`src/sv/sdhil_pkg.sv`:
```
// Shared types and constants of the signed decimal / hex integer lexer.
package sdhil_pkg;

	// Field widths of the stream payloads
	localparam int BYTE_W   = 8;
	localparam int NUMBER_W = 64;
	localparam int COUNT_W  = 9;
	localparam int STATUS_W = 2;

	// Longest literal in bytes; the count saturates one above this
	localparam int TOKEN_LIMIT = 255;

	// Padded width of the result tdata (number, consumed, then zero fill)
	localparam int RES_DATA_W = ((NUMBER_W + COUNT_W + 7) / 8) * 8;

	// Characters the lexer looks for
	localparam logic [BYTE_W-1:0] CH_MINUS = 8'h2D;
	localparam logic [BYTE_W-1:0] CH_X     = 8'h78;
	localparam logic [BYTE_W-1:0] CH_0     = 8'h30;
	localparam logic [BYTE_W-1:0] CH_9     = 8'h39;
	localparam logic [BYTE_W-1:0] CH_UA    = 8'h41;
	localparam logic [BYTE_W-1:0] CH_UF    = 8'h46;
	localparam logic [BYTE_W-1:0] CH_LA    = 8'h61;
	localparam logic [BYTE_W-1:0] CH_LF    = 8'h66;

	// Result status codes
	typedef enum logic [STATUS_W-1:0] {
		ST_OK         = 2'd0,
		ST_INCOMPLETE = 2'd1,
		ST_UNEXPECTED = 2'd2,
		ST_TOO_LONG   = 2'd3
	} status_t;

	// One result item
	typedef struct packed {
		status_t               status;
		logic [NUMBER_W-1:0]   number;
		logic [COUNT_W-1:0]    consumed;
	} result_t;

endpackage

```
`src/sv/signed_dec_hex_integer_lexer.sv`:
```
// Integer literal lexer: optional minus, then decimal digits or 0x and hex digits.
// The result for the byte or end mark that closes the literal is registered in the output
// register, or in the skid entry while the output register holds a result not yet taken.
// Throughput: one input request per cycle; a two-entry output buffer lets input
// continue while a result waits, and input stalls only while both entries are full.
// Reset (arst_n low): lexer returns to idle with cleared state, output buffer empty.
module signed_dec_hex_integer_lexer #(
	parameter int VALUE_BITS = 64
) (
	input  logic                               clk,
	input  logic                               arst_n,
	// input request
	input  logic                               s_tvalid,
	output logic                               s_tready,
	input  logic [sdhil_pkg::BYTE_W-1:0]       s_tdata,   // [7:0] text_byte
	input  logic                               s_tuser,   // [0] end_mark
	// result request
	output logic                               m_tvalid,
	input  logic                               m_tready,
	output logic [sdhil_pkg::RES_DATA_W-1:0]   m_tdata,   // [63:0] number, [72:64] consumed
	output logic [sdhil_pkg::STATUS_W-1:0]     m_tuser    // [1:0] status
);
	import sdhil_pkg::*;

	typedef enum logic [2:0] {
		PH_IDLE  = 3'd0,
		PH_NEG   = 3'd1,
		PH_ZERO  = 3'd2,
		PH_ZEROX = 3'd3,
		PH_DEC   = 3'd4,
		PH_HEX   = 3'd5
	} phase_t;

	localparam logic [COUNT_W-1:0] COUNT_MAX = COUNT_W'(TOKEN_LIMIT + 1);
	localparam logic [COUNT_W-1:0] COUNT_LIM = COUNT_W'(TOKEN_LIMIT);

	phase_t                  phase_q, phase_d;
	logic                    negative_q, negative_d;
	logic [VALUE_BITS-1:0]   accum_q, accum_d;
	logic [COUNT_W-1:0]      count_q, count_d;

	result_t                 out_q, skid_q, res;
	logic                    out_valid_q, skid_valid_q;
	logic                    res_valid;

	logic                    accept, take;
	logic [BYTE_W-1:0]       c;
	logic                    end_mark;
	logic                    is_dec, is_hex_alpha, is_hex;
	logic [3:0]              dig_dec, dig_hex;
	logic [COUNT_W-1:0]      count_inc;
	logic [VALUE_BITS-1:0]   acc_mul10, acc_mul16;

	// emit request from the phase logic
	logic                    emit;
	status_t                 emit_status;
	logic [COUNT_W-1:0]      emit_count;
	logic                    emit_zero_acc;
	logic [VALUE_BITS-1:0]   emit_acc, emit_val;

	assign accept   = s_tvalid && s_tready;
	assign take     = m_tvalid && m_tready;
	assign s_tready = !skid_valid_q;

	assign c        = s_tdata;
	assign end_mark = s_tuser;

	// Classify the byte
	assign is_dec       = (c >= CH_0) && (c <= CH_9);
	assign is_hex_alpha = ((c >= CH_UA) && (c <= CH_UF)) || ((c >= CH_LA) && (c <= CH_LF));
	assign is_hex       = is_dec || is_hex_alpha;
	assign dig_dec      = c[3:0];
	assign dig_hex      = is_hex_alpha ? 4'(c[3:0] + 4'd9) : c[3:0];

	// Saturating length count and accumulator shift-add
	assign count_inc = (count_q < COUNT_MAX) ? COUNT_W'(count_q + 1'b1) : count_q;
	assign acc_mul10 = (accum_q << 3) + (accum_q << 1) + VALUE_BITS'(dig_dec);
	assign acc_mul16 = (accum_q << 4) + VALUE_BITS'(dig_hex);

	// Next lexer state and emit request
	always_comb begin
		phase_d       = phase_q;
		negative_d    = negative_q;
		accum_d       = accum_q;
		count_d       = count_q;
		emit          = 1'b0;
		emit_status   = ST_OK;
		emit_count    = count_q;
		emit_zero_acc = 1'b0;
		unique case (phase_q)
			PH_IDLE, PH_NEG: begin
				if (end_mark) begin
					emit        = 1'b1;
					emit_status = ST_INCOMPLETE;
				end else if (phase_q == PH_IDLE && c == CH_MINUS) begin
					negative_d = 1'b1;
					count_d    = count_inc;
					phase_d    = PH_NEG;
				end else if (is_dec) begin
					count_d = count_inc;
					accum_d = VALUE_BITS'(dig_dec);
					phase_d = (dig_dec == 4'd0) ? PH_ZERO : PH_DEC;
				end else begin
					emit        = 1'b1;
					emit_status = (phase_q == PH_NEG) ? ST_UNEXPECTED : ST_OK;
				end
			end
			PH_ZERO: begin
				if (end_mark) begin
					emit = 1'b1;
				end else if (c == CH_X) begin
					count_d = count_inc;
					phase_d = PH_ZEROX;
				end else if (is_dec) begin
					count_d = count_inc;
					accum_d = VALUE_BITS'(dig_dec);
					phase_d = PH_DEC;
				end else begin
					emit = 1'b1;
				end
			end
			PH_ZEROX: begin
				if (end_mark) begin
					// prefix cut short: decimal zero, drop the x from the count
					emit          = 1'b1;
					emit_zero_acc = 1'b1;
					emit_count    = COUNT_W'(count_q - 1'b1);
				end else if (is_hex) begin
					count_d = count_inc;
					accum_d = VALUE_BITS'(dig_hex);
					phase_d = PH_HEX;
				end else begin
					emit        = 1'b1;
					emit_status = ST_UNEXPECTED;
				end
			end
			PH_DEC: begin
				if (!end_mark && is_dec) begin
					count_d = count_inc;
					accum_d = acc_mul10;
				end else begin
					emit = 1'b1;
				end
			end
			PH_HEX: begin
				if (!end_mark && is_hex) begin
					count_d = count_inc;
					accum_d = acc_mul16;
				end else begin
					emit = 1'b1;
				end
			end
			default: begin
				phase_d    = PH_IDLE;
				negative_d = 1'b0;
				accum_d    = '0;
				count_d    = '0;
			end
		endcase
		// return to idle after a result
		if (emit) begin
			phase_d    = PH_IDLE;
			negative_d = 1'b0;
			accum_d    = '0;
			count_d    = '0;
		end
	end

	// Build the result item
	assign emit_acc = emit_zero_acc ? '0 : accum_q;
	assign emit_val = negative_q ? VALUE_BITS'(-emit_acc) : emit_acc;

	always_comb begin
		res.consumed = emit_count;
		res.status   = emit_status;
		res.number   = '0;
		if (emit_status == ST_OK && emit_count > COUNT_LIM) begin
			res.status = ST_TOO_LONG;
		end else if (emit_status == ST_OK) begin
			res.number = NUMBER_W'($signed(emit_val));
		end
	end

	assign res_valid = accept && emit;

	// Lexer state registers
	always_ff @(posedge clk or negedge arst_n) begin
		if (!arst_n) begin
			phase_q    <= PH_IDLE;
			negative_q <= 1'b0;
			accum_q    <= '0;
			count_q    <= '0;
		end else if (accept) begin
			phase_q    <= phase_d;
			negative_q <= negative_d;
			accum_q    <= accum_d;
			count_q    <= count_d;
		end
	end

	// Output register with skid entry
	always_ff @(posedge clk or negedge arst_n) begin
		if (!arst_n) begin
			out_valid_q  <= 1'b0;
			skid_valid_q <= 1'b0;
		end else if (skid_valid_q) begin
			if (take) begin
				skid_valid_q <= 1'b0;
			end
		end else if (!out_valid_q || take) begin
			out_valid_q <= res_valid;
		end else if (res_valid) begin
			skid_valid_q <= 1'b1;
		end
	end

	always_ff @(posedge clk) begin
		if (skid_valid_q) begin
			if (take) begin
				out_q <= skid_q;
			end
		end else if (!out_valid_q || take) begin
			if (res_valid) begin
				out_q <= res;
			end
		end else if (res_valid) begin
			skid_q <= res;
		end
	end

	assign m_tvalid = out_valid_q;
	assign m_tuser  = out_q.status;
	assign m_tdata  = RES_DATA_W'({out_q.consumed, out_q.number});

endmodule
```
`config.mk`:
```
export PLATFORM = sky130hd
export DESIGN_NAME = signed_dec_hex_integer_lexer
export DESIGN_NICKNAME = d
export VERILOG_FILES = /design/src/sv/sdhil_pkg.sv /design/src/sv/signed_dec_hex_integer_lexer.sv
export SDC_FILE = /design/constraint.sdc
export NUM_CORES = 1
export LEC_CHECK = 0
export ABC_AREA = 1
export BUFFER_PORTS_ARGS = -buffer_cell sky130_fd_sc_hd__buf_4
export CAP_MARGIN = 20
export CORE_ASPECT_RATIO = 0.5
export CORE_MARGIN = 2
export CORE_UTILIZATION = 40
export DETAILED_ROUTE_END_ITERATION = 8
export SLEW_MARGIN = 40
export SYNTH_ARGS = -nofsm -noshare
export SYNTH_HDL_FRONTEND = slang
export SYNTH_SLANG_ARGS = --single-unit
export TNS_END_PERCENT = 30
```
`constraint.sdc`:
```
create_clock -name clk -period 7.26 [get_ports clk]
set_input_delay 1.089 -clock clk [delete_from_list [all_inputs] [get_ports clk]]
set_output_delay 1.089 -clock clk [all_outputs]
set_load 0.1 [all_outputs]
```
==> qor.txt, run 1 <==
STA
-----------------------------------------------------------------------------------------------
Clock skew                                                                            0.0183 ns
RSZ-0062 raised after global routing                                                      false
Time the final worst path needs with I/O delays and setup                               4.19 ns
Total count of hold-check failures in the final report                                        0
Number of failing setup endpoints in the final timing report                                  0
Peak clock frequency supported by timing                                              0.239 GHz
Minimum hold slack                                                                     0.433 ns
Number of slew-limit violations in the final report                                           0
Worst slew margin relative to its limit                                                   47.5%
Slew at the pin closest to its max-slew limit                                          0.788 ns
Share of the clock period used by the worst path                                          57.7%

WORST SETUP PATH
-----------------------------------------------------------------------------------------------
Endpoint required time on the critical path                                             7.42 ns
Setup crit end                                                                      m_tdata[16]
Kind of critical path                                                                   reg2reg
Reg-to-reg startpoint                                                                phase_q[2]
Critical Path Sink Type                                                               flip-flop
Critical path, cell by cell                                                        inv_2 > nor2_1 > inv_2 > nor2_4 > buf_4 > inv_2 > a21oi_1 > nor2_2 > nand2_2 > nand2_1 > a21boi_4 > buf_4
FF-to-FF path depth                                                                          12
Critical path's most frequent cell                                                 sky130_fd_sc_hd__inv_2
Worst Path Max Fanout                                                                        56
End of the worst register-to-register path                                          m_tdata[16]
Register-to-register setup slack                                                        3.07 ns
Critical path's largest stage delay                                                     0.70 ns
Cell with the biggest individual delay on the critical path                        sky130_fd_sc_hd__buf_4
Data arrival at the endpoint of the critical path                                       4.35 ns
Category of the worst setup path launch point                                         flip-flop
CP startpoint                                                                        phase_q[2]

LOGIC SYNTHESIS
-----------------------------------------------------------------------------------------------
FFs w/ async S/R, synth                                                                   34.5%
Synthesized instance count                                                                 2745
Seq/Total Area, Yosys                                                                     34.9%
Distinct cell type count of the synthesized netlist                                          48
Most instantiated flip-flop cell in the synthesis netlist                          sky130_fd_sc_hd__edfxtp_1
Number of flops mapped to enable cells by yosys                                             150
Number of storage elements in the synthesis netlist                                         229
Average cell area after synthesis                                                     6.77 um^2
Warnings, synthesis                                                                           0
Post-synthesis cell area                                                             18600 um^2

CTS
-----------------------------------------------------------------------------------------------
Clock Tree Root                                                                    sky130_fd_sc_hd__clkbuf_16
TritonCTS clock tree                                                                      built
Number of instances resized during post-cts repair                                            0
Max Buffers Root-to-Sink                                                                      3
Max H-tree Level                                                                              1
Clock input transition at the sequential cells of the worst setup and hold paths        0.07 ns
Post-CTS setup buffer count                                                                   0
Clock insertion delay at the later pin of the skew report                               0.55 ns
Cts bufs inserted                                                                            26
TritonCTS sink count                                                                        229
CTS hold repair buffers                                                                       0

DIE
-----------------------------------------------------------------------------------------------
Overall die width                                                                        309 um
Area of the placeable core                                                           45500 um^2
I/O pin count                                                                                97
DIE AREA                                                                             48300 um^2
Number of placement rows                                                                     55
Initial core utilization                                                                  40.8%
Die outline height                                                                       156 um

ROUTING
-----------------------------------------------------------------------------------------------
Detailed-router iteration count before antenna repair                                         7
Number of vias in the routed layout                                                       18358
DRC viols                                                                                     0
Initial detailed-routing violation count                                                   2118
Average wire length per cell after detail routing                                       18.7 um
Remaining number of nets flagged by the antenna check after routing                           0
Average vias per placed instance                                                           5.32
Final routed wirelength across all metal layers                                        64400 um

GRT
-----------------------------------------------------------------------------------------------
Leftover overflow at the end of global routing                                                0
Global-route wire length before repair                                                 99000 um
Number of global-route vias before repair                                                 16933
Global-route usage over all layers                                                        26.5%
Maximum number of pins on one net before global-route repair                                114
Antenna violations before repair                                                              0

WORST HOLD PATH
-----------------------------------------------------------------------------------------------
Hold Path Class                                                                        in2async

FINISH
-----------------------------------------------------------------------------------------------
Non-filler cells, final                                                                    3448
Area growth syn-to-layout                                                                 11.3%
Final Net Count                                                                            2944
Storage cell area                                                                     6490 um^2
Proportion of layout cells with a drive suffix above 1                                    7.23%
Fill cell total of the finished layout                                                     4743
Diodes inserted                                                                               0
Fin area                                                                             20700 um^2
Area taken by multi-input logic gates                                                10500 um^2

POWER AND IR DROP
-----------------------------------------------------------------------------------------------
Overall power                                                                         0.00445 W
Total internal power                                                                  0.00265 W
Clk network pwr share                                                                     31.3%
Worst vdd ir                                                                         0.000253 V
Fraction of power consumed by sequential logic                                            37.4%
Proportion of total power due to net switching                                            40.4%
Leakage Power                                                                           10.9 nW
Switching pwr                                                                         0.00180 W
Pwr dens                                                                            215 nW/um^2
Share of total power in combinational logic                                               31.3%

PLACED DESIGN
-----------------------------------------------------------------------------------------------
Count of buffers inserted at the top-level ports                                             89
Half-perimeter wire length of the detailed placement result                            51000 um
Instance area after placement                                                        19800 um^2
Final estimated routing congestion in global placement                                    0.979
Placed cell count                                                                          3400

JOB
-----------------------------------------------------------------------------------------------
Number of maximum-capacitance constraint violations                                           0

STATUS
-----------------------------------------------------------------------------------------------
Outcome                                                                               completed

[worst max-delay path: cells and delay by family (launching register included)]
| kind | cells | cell delay, ns |
|---|---|---|
| buf+inv | 5 | 1.72 |
| flops | 1 | 0.43 |
| simple gates | 5 | 0.75 |
| compound gates | 2 | 0.82 |
[cells in the final DEF (no fill, tap or decap), types with 7 or more instances in the layout]
| cell | synthesis | routed |
|---|---|---|
| sky130_fd_sc_hd__buf_4 | 11 | 100 |
| sky130_fd_sc_hd__nand4_1 | 53 | 53 |
| sky130_fd_sc_hd__o21ai_1 | 66 | 66 |
| sky130_fd_sc_hd__o21ai_0 | 160 | 160 |
| sky130_fd_sc_hd__edfxtp_1 | 150 | 150 |
| sky130_fd_sc_hd__a21oi_1 | 129 | 129 |
| sky130_fd_sc_hd__dfrtp_1 | 79 | 77 |
| sky130_fd_sc_hd__nand3b_1 | 9 | 9 |
| sky130_fd_sc_hd__nand3_1 | 169 | 169 |
| sky130_fd_sc_hd__nand2_2 | 11 | 11 |
| sky130_fd_sc_hd__conb_1 | 1 | 7 |
| sky130_fd_sc_hd__xnor2_1 | 9 | 9 |
| sky130_fd_sc_hd__nor2_2 | 11 | 10 |
| sky130_fd_sc_hd__o21bai_1 | 14 | 14 |
| sky130_fd_sc_hd__nand2_1 | 1030 | 1030 |
| sky130_fd_sc_hd__ha_1 | 128 | 128 |
| sky130_fd_sc_hd__clkbuf_16 | 0 | 27 |
| sky130_fd_sc_hd__nor3_1 | 13 | 12 |
| sky130_fd_sc_hd__and3_1 | 11 | 11 |
| sky130_fd_sc_hd__nor2_1 | 234 | 233 |
| sky130_fd_sc_hd__inv_2 | 11 | 11 |
| sky130_fd_sc_hd__inv_1 | 298 | 298 |
| sky130_fd_sc_hd__xor2_1 | 22 | 22 |
[power by group through the flow]
stage	logic (W)	clock network, W	registers, W
floorplan	0.000308	0	0.00247
global placement	0.00139	0	0.00169
detailed placement	0.00140	0	0.00169
CTS	0.00140	0.00142	0.00167
global route	0.00145	0.00147	0.00168
finish	0.00139	0.00139	0.00166
[how the worst min path moves through the flow]
stage	to	slack, ns	cells past startpoint
CTS	accum_q[15]	0.42	1
floorplan	accum_q[63]	0.45	2
global route	accum_q[14]	0.44	1
finish	accum_q[14]	0.43	1
global placement	accum_q[63]	0.47	2
detailed placement	accum_q[63]	0.49	2
[state kept, by name, indices dropped and copies added, names as in the netlist]
signal        cells
accum_q          64
count_q           9
m_tdata          73
m_tuser           2
m_tvalid          1
negative_q        1
phase_q           3
skid_q           75
skid_valid_q      1
[per-layer routing]
layer  GRT usage, %  part of all wire (%)  vias up
met5              0                     0        -
met2           38.0                    40      663
li1               -                     -     9076
met3           3.60                   8.1       67
met1           41.8                    50     8552
met4           5.57                   2.0        0
[cell type report]
cell class              instances  area share [%]
multi-input cells            2126            50.9
flip-flops and latches        229            31.4
inverters                     314            5.71
repair buffers                104            3.93
well taps                     627            3.79
clock buffers                  35            3.51
clock inverters                13           0.829
[Yosys cell counts (all sizes together) (3+ instances only)]
master     n  share of area [%]
nand3b     9               0.36
xnor2      9               0.42
dfrtp     79                 11
nand3    172                4.8
or2        6               0.20
o21bai    14               0.57
clkbuf    39               0.79
nor3      15               0.49
inv      309                6.2
edfxtp   150                 24
and3      11               0.37
nand4     54                1.9
a31oi      3               0.10
o21ai    231                6.3
a21oi    129                3.5
o221ai     3               0.14
nor2     249                5.3
xor2      22                1.0
nand2   1041                 21
clkinv     5               0.11
buf       43                1.6
o211ai     6               0.24
ha       128                8.6
o22ai      4               0.13
[per-stage QoR]
step	utilization (%)	setup slack (ns)	TNS [ns]
6_report	45.5	3.07	0
4_1_cts	45.4	3.00	0
5_1_grt	45.5	2.81	0
3_5_place_dp	43.5	2.60	0
3_3_place_gp	43.4	2.70	0
2_1_floorplan	-	-0.772	-57.93
[kinds of logic after synthesis]
group / Yosys count / synth area share, %
simple gates: 1559 / 34.6
fa+ha+maj: 130 / 8.84
compound gates: 398 / 11.3
other cells: 1 / 0.0202
flops: 229 / 34.9
mux: 1 / 0.0539
xor+xnor: 31 / 1.46
buf+inv: 396 / 8.74
No activity file was read; power rests on OpenSTA's default activity.
==> inputs of run 2 (changes only) <==
--- a/config.mk
+++ b/config.mk
@@ -5,7 +5,7 @@
 export SDC_FILE = /design/constraint.sdc
 export NUM_CORES = 1
 export LEC_CHECK = 0
-export ABC_AREA = 1
+export ABC_AREA = 0
 export BUFFER_PORTS_ARGS = -buffer_cell sky130_fd_sc_hd__buf_4
 export CAP_MARGIN = 20
 export CORE_ASPECT_RATIO = 0.5
==> constraint.sdc (replaced) <==
create_clock -name clk -period 3.5 [get_ports clk]
set_input_delay 0.525 -clock clk [delete_from_list [all_inputs] [get_ports clk]]
set_output_delay 0.525 -clock clk [all_outputs]
set_load 0.1 [all_outputs]
==> run 2 against run 1 <==
  * The run now ends with hold timing left
  * Wire length fell by 20%
  * Sequential share of layout area rose by 1.0 points
  * Synthesized cell count fell by 38%
  * Via count fell by 21%
  * Global-route usage fell by 2.6 points
  * Sequential power rose by 120%
  * Largest cell class unchanged
==> qor.txt, run 2 <==
STA
-----------------------------------------------------------------------------------------------
Time the final worst path needs with I/O delays and setup                               3.46 ns   -0.727 ns
Peak clock frequency supported by timing                                              0.289 GHz   +21%
Number of slew-limit violations in the final report                                           0   unchanged
Number of failing setup endpoints in the final timing report                                  0   unchanged
Share of the clock period used by the worst path                                          98.9%   +41 points
RSZ-0062 raised after global routing                                                       true
Total count of hold-check failures in the final report                                        3   +3
Minimum hold slack                                                                  -0.00877 ns   -0.442 ns
Worst slew margin relative to its limit                                                   50.1%   +2.6 points
Slew at the pin closest to its max-slew limit                                          0.749 ns   -0.0383 ns
Clock skew                                                                            0.0248 ns   +0.00654 ns

LOGIC SYNTHESIS
-----------------------------------------------------------------------------------------------
Most common cell in the synthesized netlist                                        sky130_fd_sc_hd__nand2_1
Post-synthesis cell area                                                             16000 um^2   -14%
Synthesized instance count                                                                 1711   -38%
Seq/Total Area, Yosys                                                                     40.4%   +5.5 points
Top cells by count, synth                                                          216 x sky130_fd_sc_hd__nand2_1, 150 x sky130_fd_sc_hd__edfxtp_1, 136 x sky130_fd_sc_hd__nor2_1
Warnings, synthesis                                                                           0   unchanged
Most area-consuming cells after synthesis                                          sky130_fd_sc_hd__edfxtp_1 28%, sky130_fd_sc_hd__dfrtp_1 12%, sky130_fd_sc_hd__ha_1 10%
Distinct cell type count of the synthesized netlist                                          75   +56%
Number of storage elements in the synthesis netlist                                         229   unchanged
FFs w/ async S/R, synth                                                                   34.5%   unchanged
Average cell area after synthesis                                                     9.37 um^2   +38%
Number of flops mapped to enable cells by yosys                                             150   unchanged
Most instantiated flip-flop cell in the synthesis netlist                          sky130_fd_sc_hd__edfxtp_1
Synth top area share                                                                      28.1%   +3.8 points
Cell taking the most area after synthesis                                          sky130_fd_sc_hd__edfxtp_1

ROUTING
-----------------------------------------------------------------------------------------------
Average wire length per cell after detail routing                                       20.5 um   +9.8%
Remaining number of nets flagged by the antenna check after routing                           0   unchanged
DRC viols                                                                                     0   unchanged
Final routed wirelength across all metal layers                                        51200 um   -20%
Initial detailed-routing violation count                                                   1314   -38%
Detailed-router iteration count before antenna repair                                         8   +1
Number of vias in the routed layout                                                       14424   -21%
Average vias per placed instance                                                           5.77   +8.5%

DIE
-----------------------------------------------------------------------------------------------
Area of the placeable core                                                           39200 um^2   -14%
Die outline height                                                                       146 um   -6.9%
DIE AREA                                                                             41800 um^2   -13%
Number of placement rows                                                                     51   -7.3%
I/O pin count                                                                                97   unchanged
Initial core utilization                                                                  40.9%   +0.083 points
Overall die width                                                                        287 um   -7.0%

FINISH
-----------------------------------------------------------------------------------------------
Non-filler cells, final                                                                    2498   -28%
Leading cell type in the layout, fill and taps excluded                            sky130_fd_sc_hd__buf_4
Most frequent cells in the layout                                                  302 x sky130_fd_sc_hd__buf_4, 216 x sky130_fd_sc_hd__nand2_1, 150 x sky130_fd_sc_hd__edfxtp_1
Fin area                                                                             20100 um^2   -2.9%
Proportion of layout cells with a drive suffix above 1                                    24.1%   +17 points
Final Net Count                                                                            2092   -29%
Fill cell total of the finished layout                                                     3595   -24%
Register with the highest flop count                                                     skid_q
Area growth syn-to-layout                                                                 25.2%
Flip-flop count of the largest register, all copies and words added                          75   unchanged

GRT
-----------------------------------------------------------------------------------------------
Global-route wire length before repair                                                 78500 um   -21%
Number of global-route vias before repair                                                 13322   -21%
Antenna violations before repair                                                              0   unchanged
Maximum number of pins on one net before global-route repair                                 96   -16%
Global-route usage over all layers                                                        23.9%   -2.6 points
Leftover overflow at the end of global routing                                                0   unchanged

PLACED DESIGN
-----------------------------------------------------------------------------------------------
Count of buffers inserted at the top-level ports                                             89   unchanged
Half-perimeter wire length of the detailed placement result                            38500 um   -24%
Final estimated routing congestion in global placement                                    0.929   -5.2%
Instance area after placement                                                        18800 um^2   -4.8%
Placed cell count                                                                          2446   -28%

CTS
-----------------------------------------------------------------------------------------------
Max Buffers Root-to-Sink                                                                      3   unchanged
CTS hold repair buffers                                                                       0   unchanged
TritonCTS clock tree                                                                      built
TritonCTS sink count                                                                        229   unchanged
Max H-tree Level                                                                              1   unchanged
Cts bufs inserted                                                                            24   -7.7%
Clock input transition at the sequential cells of the worst setup and hold paths        0.07 ns   about the same
Clock insertion delay at the later pin of the skew report                               0.57 ns   +0.02 ns
Clock Tree Root                                                                    sky130_fd_sc_hd__clkbuf_16

POWER AND IR DROP
-----------------------------------------------------------------------------------------------
Pwr dens                                                                            530 nW/um^2   +150%
Clk network pwr share                                                                     25.9%   -5.4 points
Share of total power in combinational logic                                               39.8%   +8.5 points
Switching pwr                                                                         0.00475 W   +160%
Overall power                                                                          0.0106 W   +140%
Proportion of total power due to net switching                                            44.7%   +4.2 points
Leakage Power                                                                           8.89 nW   -18%
Total internal power                                                                  0.00589 W   +120%
Fraction of power consumed by sequential logic                                            34.3%   -3.1 points
Worst vdd ir                                                                         0.000473 V   +87%

STATUS
-----------------------------------------------------------------------------------------------
Violations in the final reports                                                     hold timing
Outcome                                                                            finished with violations

WORST SETUP PATH
-----------------------------------------------------------------------------------------------
Kind of critical path                                                                   reg2reg
Data arrival at the endpoint of the critical path                                       3.94 ns   -0.41 ns
End of the worst register-to-register path                                          accum_q[61]
Category of the worst setup path launch point                                         flip-flop
Critical Path Sink Type                                                               flip-flop
FF-to-FF path depth                                                                          16   +4
Endpoint required time on the critical path                                             3.98 ns   -3.44 ns
Reg-to-reg startpoint                                                               accum_q[15]
Register-to-register setup slack                                                        0.04 ns   -3.03 ns
Worst Path Max Fanout                                                                         6   -89%

WORST HOLD PATH
-----------------------------------------------------------------------------------------------
Hold Path Class                                                                        in2async

JOB
-----------------------------------------------------------------------------------------------
Number of maximum-capacitance constraint violations                                           0   unchanged

## run 2: kinds of logic after synthesis
kind of cell	Yosys count	share of synthesized area (%)
muxes	40	2.72
DFF	229	40.4
other	1	0.0234
xor gates and xnor gates	100	5.46
buffers and inverters	138	3.43
adders and majority gates	130	10.2
AOI/OAI and AO/OA	540	22.3
and+or+nand+nor	533	15.4
## run 2: cell type report
type	count	area [um^2]	area share, %
multi-input combinational	1350	9470	47.2
sequential	229	6500	32.4
timing repair buffer	315	2510	12.5
tap	530	663	3.30
clock buffer	25	604	3.01
clock inverter	19	215	1.07
inverter	29	109	0.542
antenna	1	2.50	0.0125
## run 2: metal layers
layer,track usage [%],share of wire [%],vias to the layer above
li1,-,-,6890
met1,38.2,49,6950
met2,32.9,41,536
met3,5.05,8.9,48
met4,4.01,1.3,0
met5,0,0,-
## run 2: how the worst max path moves through the flow
stage	start	to
after floorplan	s_tdata[3]	accum_q[28]
after global placement	s_tdata[3]	accum_q[28]
after detailed placement	s_tdata[3]	accum_q[28]
after CTS	accum_q[15]	m_tdata[53]
after global routing	accum_q[16]	accum_q[61]
final	accum_q[15]	accum_q[61]
## run 2: stage by stage
stage	hold slack, ns	setup TNS (ns)	util (%)	setup slack, ns
finish	-0.00877	0	51.2	0.0381
global route	0.0449	-0.342	51.2	-0.0740
CTS	0.0335	-0.00845	50.2	-0.00845
detailed placement	0.508	-3.71	48.0	-0.276
global placement	0.508	-2.00	48.0	-0.180
floorplan	0.229	0	-	0.00411
## run 2: what timing repair did
item | in CTS | in global routing
endpoints found under the setup margin | 10 | 56
setup buffers | 0 | 7
gates cloned | 0 | 0
resized for setup | 7 | 73
pin swaps | 1 | 29
## run 2: power groups by stage
stage               Clock [W]  Sequential, W  Combinational (W)
floorplan                   0        0.00601           0.000886
global placement            0        0.00370            0.00423
detailed placement          0        0.00371            0.00424
CTS                   0.00281        0.00366            0.00425
global route          0.00292        0.00369            0.00439
finish                0.00276        0.00365            0.00424
## run 2: worst max-delay path, cell delays in order (launching register included)
cell,delay (ns)
sky130_fd_sc_hd__dfrtp_2,0.46
sky130_fd_sc_hd__buf_4,0.16
sky130_fd_sc_hd__ha_4,0.21
sky130_fd_sc_hd__ha_4,0.28
sky130_fd_sc_hd__nand4_1,0.21
sky130_fd_sc_hd__nor4_4,0.37
sky130_fd_sc_hd__buf_4,0.16
sky130_fd_sc_hd__a221oi_2,0.06
sky130_fd_sc_hd__buf_4,0.16
sky130_fd_sc_hd__a31oi_2,0.22
sky130_fd_sc_hd__o31ai_2,0.12
sky130_fd_sc_hd__buf_4,0.16
sky130_fd_sc_hd__o31ai_4,0.17
sky130_fd_sc_hd__buf_6,0.17
sky130_fd_sc_hd__a21oi_4,0.06
sky130_fd_sc_hd__mux2_4,0.30
sky130_fd_sc_hd__o21ai_2,0.10
==> inputs of run 3 (changes only) <==
--- a/config.mk
+++ b/config.mk
@@ -12,6 +12,7 @@
 export CORE_MARGIN = 2
 export CORE_UTILIZATION = 40
 export DETAILED_ROUTE_END_ITERATION = 8
+export PLACE_DENSITY_LB_ADDON = 0.3
 export SLEW_MARGIN = 40
 export SYNTH_ARGS = -nofsm -noshare
 export SYNTH_HDL_FRONTEND = slang
==> run 3 against run 2 <==
  * The run still ends with hold timing left
  * Sequential share of layout area is 0.25 points higher
  * Critical path depth down 2
  * Sequential power grew 1%
  * Critical endpoint unchanged
  * Largest power group unchanged
==> qor.txt, run 3 (synthesis results as in run 2) <==
STA
-----------------------------------------------------------------------------------------------
Total count of hold-check failures in the final report                                        4   +1
Peak clock frequency supported by timing                                              0.289 GHz   about the same
Number of slew-limit violations in the final report                                           0   unchanged
Setup slack of the critical path after layout                                         0.0377 ns   -0.000426 ns
Number of failing setup endpoints in the final timing report                                  0   unchanged
Worst slew margin relative to its limit                                                   54.5%   +4.5 points
Fin Setup TNS                                                                              0 ns   unchanged
Time the final worst path needs with I/O delays and setup                               3.46 ns   +0.000426 ns
RSZ-0062 raised after global routing                                                       true
Minimum hold slack                                                                   -0.0153 ns   -0.00648 ns
Clock skew                                                                            0.0102 ns   -0.0147 ns
Slew at the pin closest to its max-slew limit                                          0.682 ns   -0.0669 ns
Share of the clock period used by the worst path                                          98.9%   about the same

WORST SETUP PATH
-----------------------------------------------------------------------------------------------
Kind of critical path                                                                   reg2reg
Data arrival at the endpoint of the critical path                                       3.94 ns   about the same
Category of the worst setup path launch point                                         flip-flop
Reg-to-reg startpoint                                                               accum_q[15]
Worst Path Max Fanout                                                                         6   unchanged
Endpoint required time on the critical path                                             3.98 ns   about the same
Register-to-register setup slack                                                        0.04 ns   about the same
Critical Path Sink Type                                                               flip-flop
End of the worst register-to-register path                                          accum_q[61]
FF-to-FF path depth                                                                          14   -2

FINISH
-----------------------------------------------------------------------------------------------
Area taken by multi-input logic gates                                                 9440 um^2   -0.28%
Area growth syn-to-layout                                                                 24.2%
Leading cell type in the layout, fill and taps excluded                            sky130_fd_sc_hd__buf_4
Most frequent cells in the layout                                                  293 x sky130_fd_sc_hd__buf_4, 216 x sky130_fd_sc_hd__nand2_1, 150 x sky130_fd_sc_hd__edfxtp_1
Final Net Count                                                                            2081   -0.53%
Register with the highest flop count                                                     skid_q
Proportion of layout cells with a drive suffix above 1                                    23.0%   -1.1 points
Fill cell total of the finished layout                                                     3619   +0.67%
Storage cell area                                                                     6500 um^2   about the same
Flip-flop count of the largest register, all copies and words added                          75   unchanged
Diodes inserted                                                                               0   -1

GRT
-----------------------------------------------------------------------------------------------
Layer carrying the most global-route usage                                                 met1
Maximum number of pins on one net before global-route repair                                 71   -26%
Number of global-route vias before repair                                                 13329   +0.053%
Met3 track demand over resource                                                           4.40%   -0.64 points
Leftover overflow at the end of global routing                                                0   unchanged
Met1 demand-to-capacity share in global routing                                           38.4%   +0.18 points
Global-route usage over all layers                                                        23.9%   -0.029 points
Antenna violations before repair                                                              0   unchanged
Global-route wire length before repair                                                 78600 um   +0.17%
Global routing met2 resource utilization                                                  32.8%   -0.084 points

POWER AND IR DROP
-----------------------------------------------------------------------------------------------
Overall power                                                                          0.0105 W   -0.93%
Leakage Power                                                                           8.83 nW   -0.74%
Pwr dens                                                                            530 nW/um^2   -0.12%
Worst vdd ir                                                                         0.000569 V   +20%

ROUTING
-----------------------------------------------------------------------------------------------
Number of vias in the routed layout                                                       14380   -0.31%
Average vias per placed instance                                                           5.79   +0.26%
DRC viols                                                                                     0   unchanged
Detailed-router iteration count before antenna repair                                         5   -3
Average wire length per cell after detail routing                                       20.5 um   about the same
Initial detailed-routing violation count                                                   1429   +8.8%
Remaining number of nets flagged by the antenna check after routing                           0   unchanged
Final routed wirelength across all metal layers                                        50900 um   -0.58%

PLACED DESIGN
-----------------------------------------------------------------------------------------------
Count of buffers inserted at the top-level ports                                             89   unchanged
Half-perimeter wire length of the detailed placement result                            38300 um   -0.49%
Final estimated routing congestion in global placement                                    0.961   +3.5%
Pre-CTS setup slack                                                                   -0.298 ns   -0.0227 ns

DIE
-----------------------------------------------------------------------------------------------
Area of the placeable core                                                           39200 um^2   unchanged
Overall die width                                                                        287 um   unchanged
I/O pin count                                                                                97   unchanged
DIE AREA                                                                             41800 um^2   unchanged
Number of placement rows                                                                     51   unchanged
Initial core utilization                                                                  40.9%   unchanged
Die outline height                                                                       146 um   unchanged

CTS
-----------------------------------------------------------------------------------------------
TritonCTS sink count                                                                        229   unchanged
Clock input transition at the sequential cells of the worst setup and hold paths        0.06 ns   about the same
Clock Tree Root                                                                    sky130_fd_sc_hd__clkbuf_16
Cts bufs inserted                                                                            24   unchanged
TritonCTS clock tree                                                                      built
Max Buffers Root-to-Sink                                                                      3   unchanged
Clock insertion delay at the later pin of the skew report                               0.55 ns   -0.02 ns
Max H-tree Level                                                                              1   unchanged

JOB
-----------------------------------------------------------------------------------------------
Number of maximum-capacitance constraint violations                                           0   unchanged

STATUS
-----------------------------------------------------------------------------------------------
Violations in the final reports                                                     hold timing
Outcome                                                                            finished with violations

WORST HOLD PATH
-----------------------------------------------------------------------------------------------
Hold Path Class                                                                        in2async

## run 3: cell types whose count changed in the layout (fill, tap and decap cells not counted), sizes merged
cell | previous run | this run
buf | 315 | 304
clkinv | 14 | 9
clkbuf | 25 | 28
clkinvlp | 0 | 2
inv | 30 | 28
diode | 1 | 0
## run 3: where the power goes
group / internal (W) / switching, W / leakage, nW
clock: 0.00155 / 0.00115 / 0.382
combinational: 0.000810 / 0.00334 / 5.93
sequential: 0.00349 / 0.000202 / 2.52
total: 0.00585 / 0.00470 / 8.83
## run 3: repair_timing
item                       4_1_cts  5_1_grt
hold buffers                     0        0
hold endpoints to repair         0        0
gates resized for setup          8       60
pin swaps                        1       32
buffers inserted                 1        7
setup endpoints to repair       14       51
## run 3: area by class of cell
type,instances,share of cell area (%)
multi-input combinational,1350,47.4
sequential,229,32.6
timing repair buffer,304,12.1
tap,530,3.33
clock buffer,28,3.09
clock inverter,14,0.911
inverter,29,0.547
## run 3: metrics by stage
step | util, % | instances | area (um^2)
final | 50.8 | 2484 | 19900
after global routing | 50.8 | 2484 | 19900
after CTS | 49.8 | 2477 | 19500
after detailed placement | 47.7 | 2434 | 18700
after global placement | 47.7 | 2434 | 18700
after floorplan | - | 1717 | 16100
## run 3: metal layers
layer	share of wire [%]	routed length (um)	up-vias
met2	41	20700	525
met5	0	0	-
met4	1.3	682	0
met3	8.4	4260	48
li1	-	-	6866
met1	50	25300	6941
## run 3: how the worst max path moves through the flow
stage / startpoint / cells past startpoint / slack [ns] / end
after floorplan: s_tdata[3] / 11 / 0.004 / accum_q[28]
after global placement: s_tdata[3] / 12 / -0.20 / accum_q[28]
after detailed placement: s_tdata[3] / 12 / -0.30 / accum_q[28]
after CTS: accum_q[0] / 11 / -0.001 / accum_q[36]
after global routing: accum_q[15] / 14 / -0.11 / accum_q[61]
final: accum_q[15] / 14 / 0.04 / accum_q[61]
## run 3: critical path, cell delays in order, from the launching register on
cell and delay [ns]:
sky130_fd_sc_hd__dfrtp_2 0.47, sky130_fd_sc_hd__ha_1 0.34, sky130_fd_sc_hd__ha_4 0.30, sky130_fd_sc_hd__nand4_1 0.19
sky130_fd_sc_hd__nor4_4 0.38, sky130_fd_sc_hd__buf_4 0.16, sky130_fd_sc_hd__o211ai_1 0.12, sky130_fd_sc_hd__a31oi_2 0.30
sky130_fd_sc_hd__o31ai_1 0.12, sky130_fd_sc_hd__buf_4 0.15, sky130_fd_sc_hd__o31ai_2 0.16, sky130_fd_sc_hd__buf_4 0.21
sky130_fd_sc_hd__a21oi_4 0.07, sky130_fd_sc_hd__mux2_4 0.30, sky130_fd_sc_hd__o21ai_2 0.10
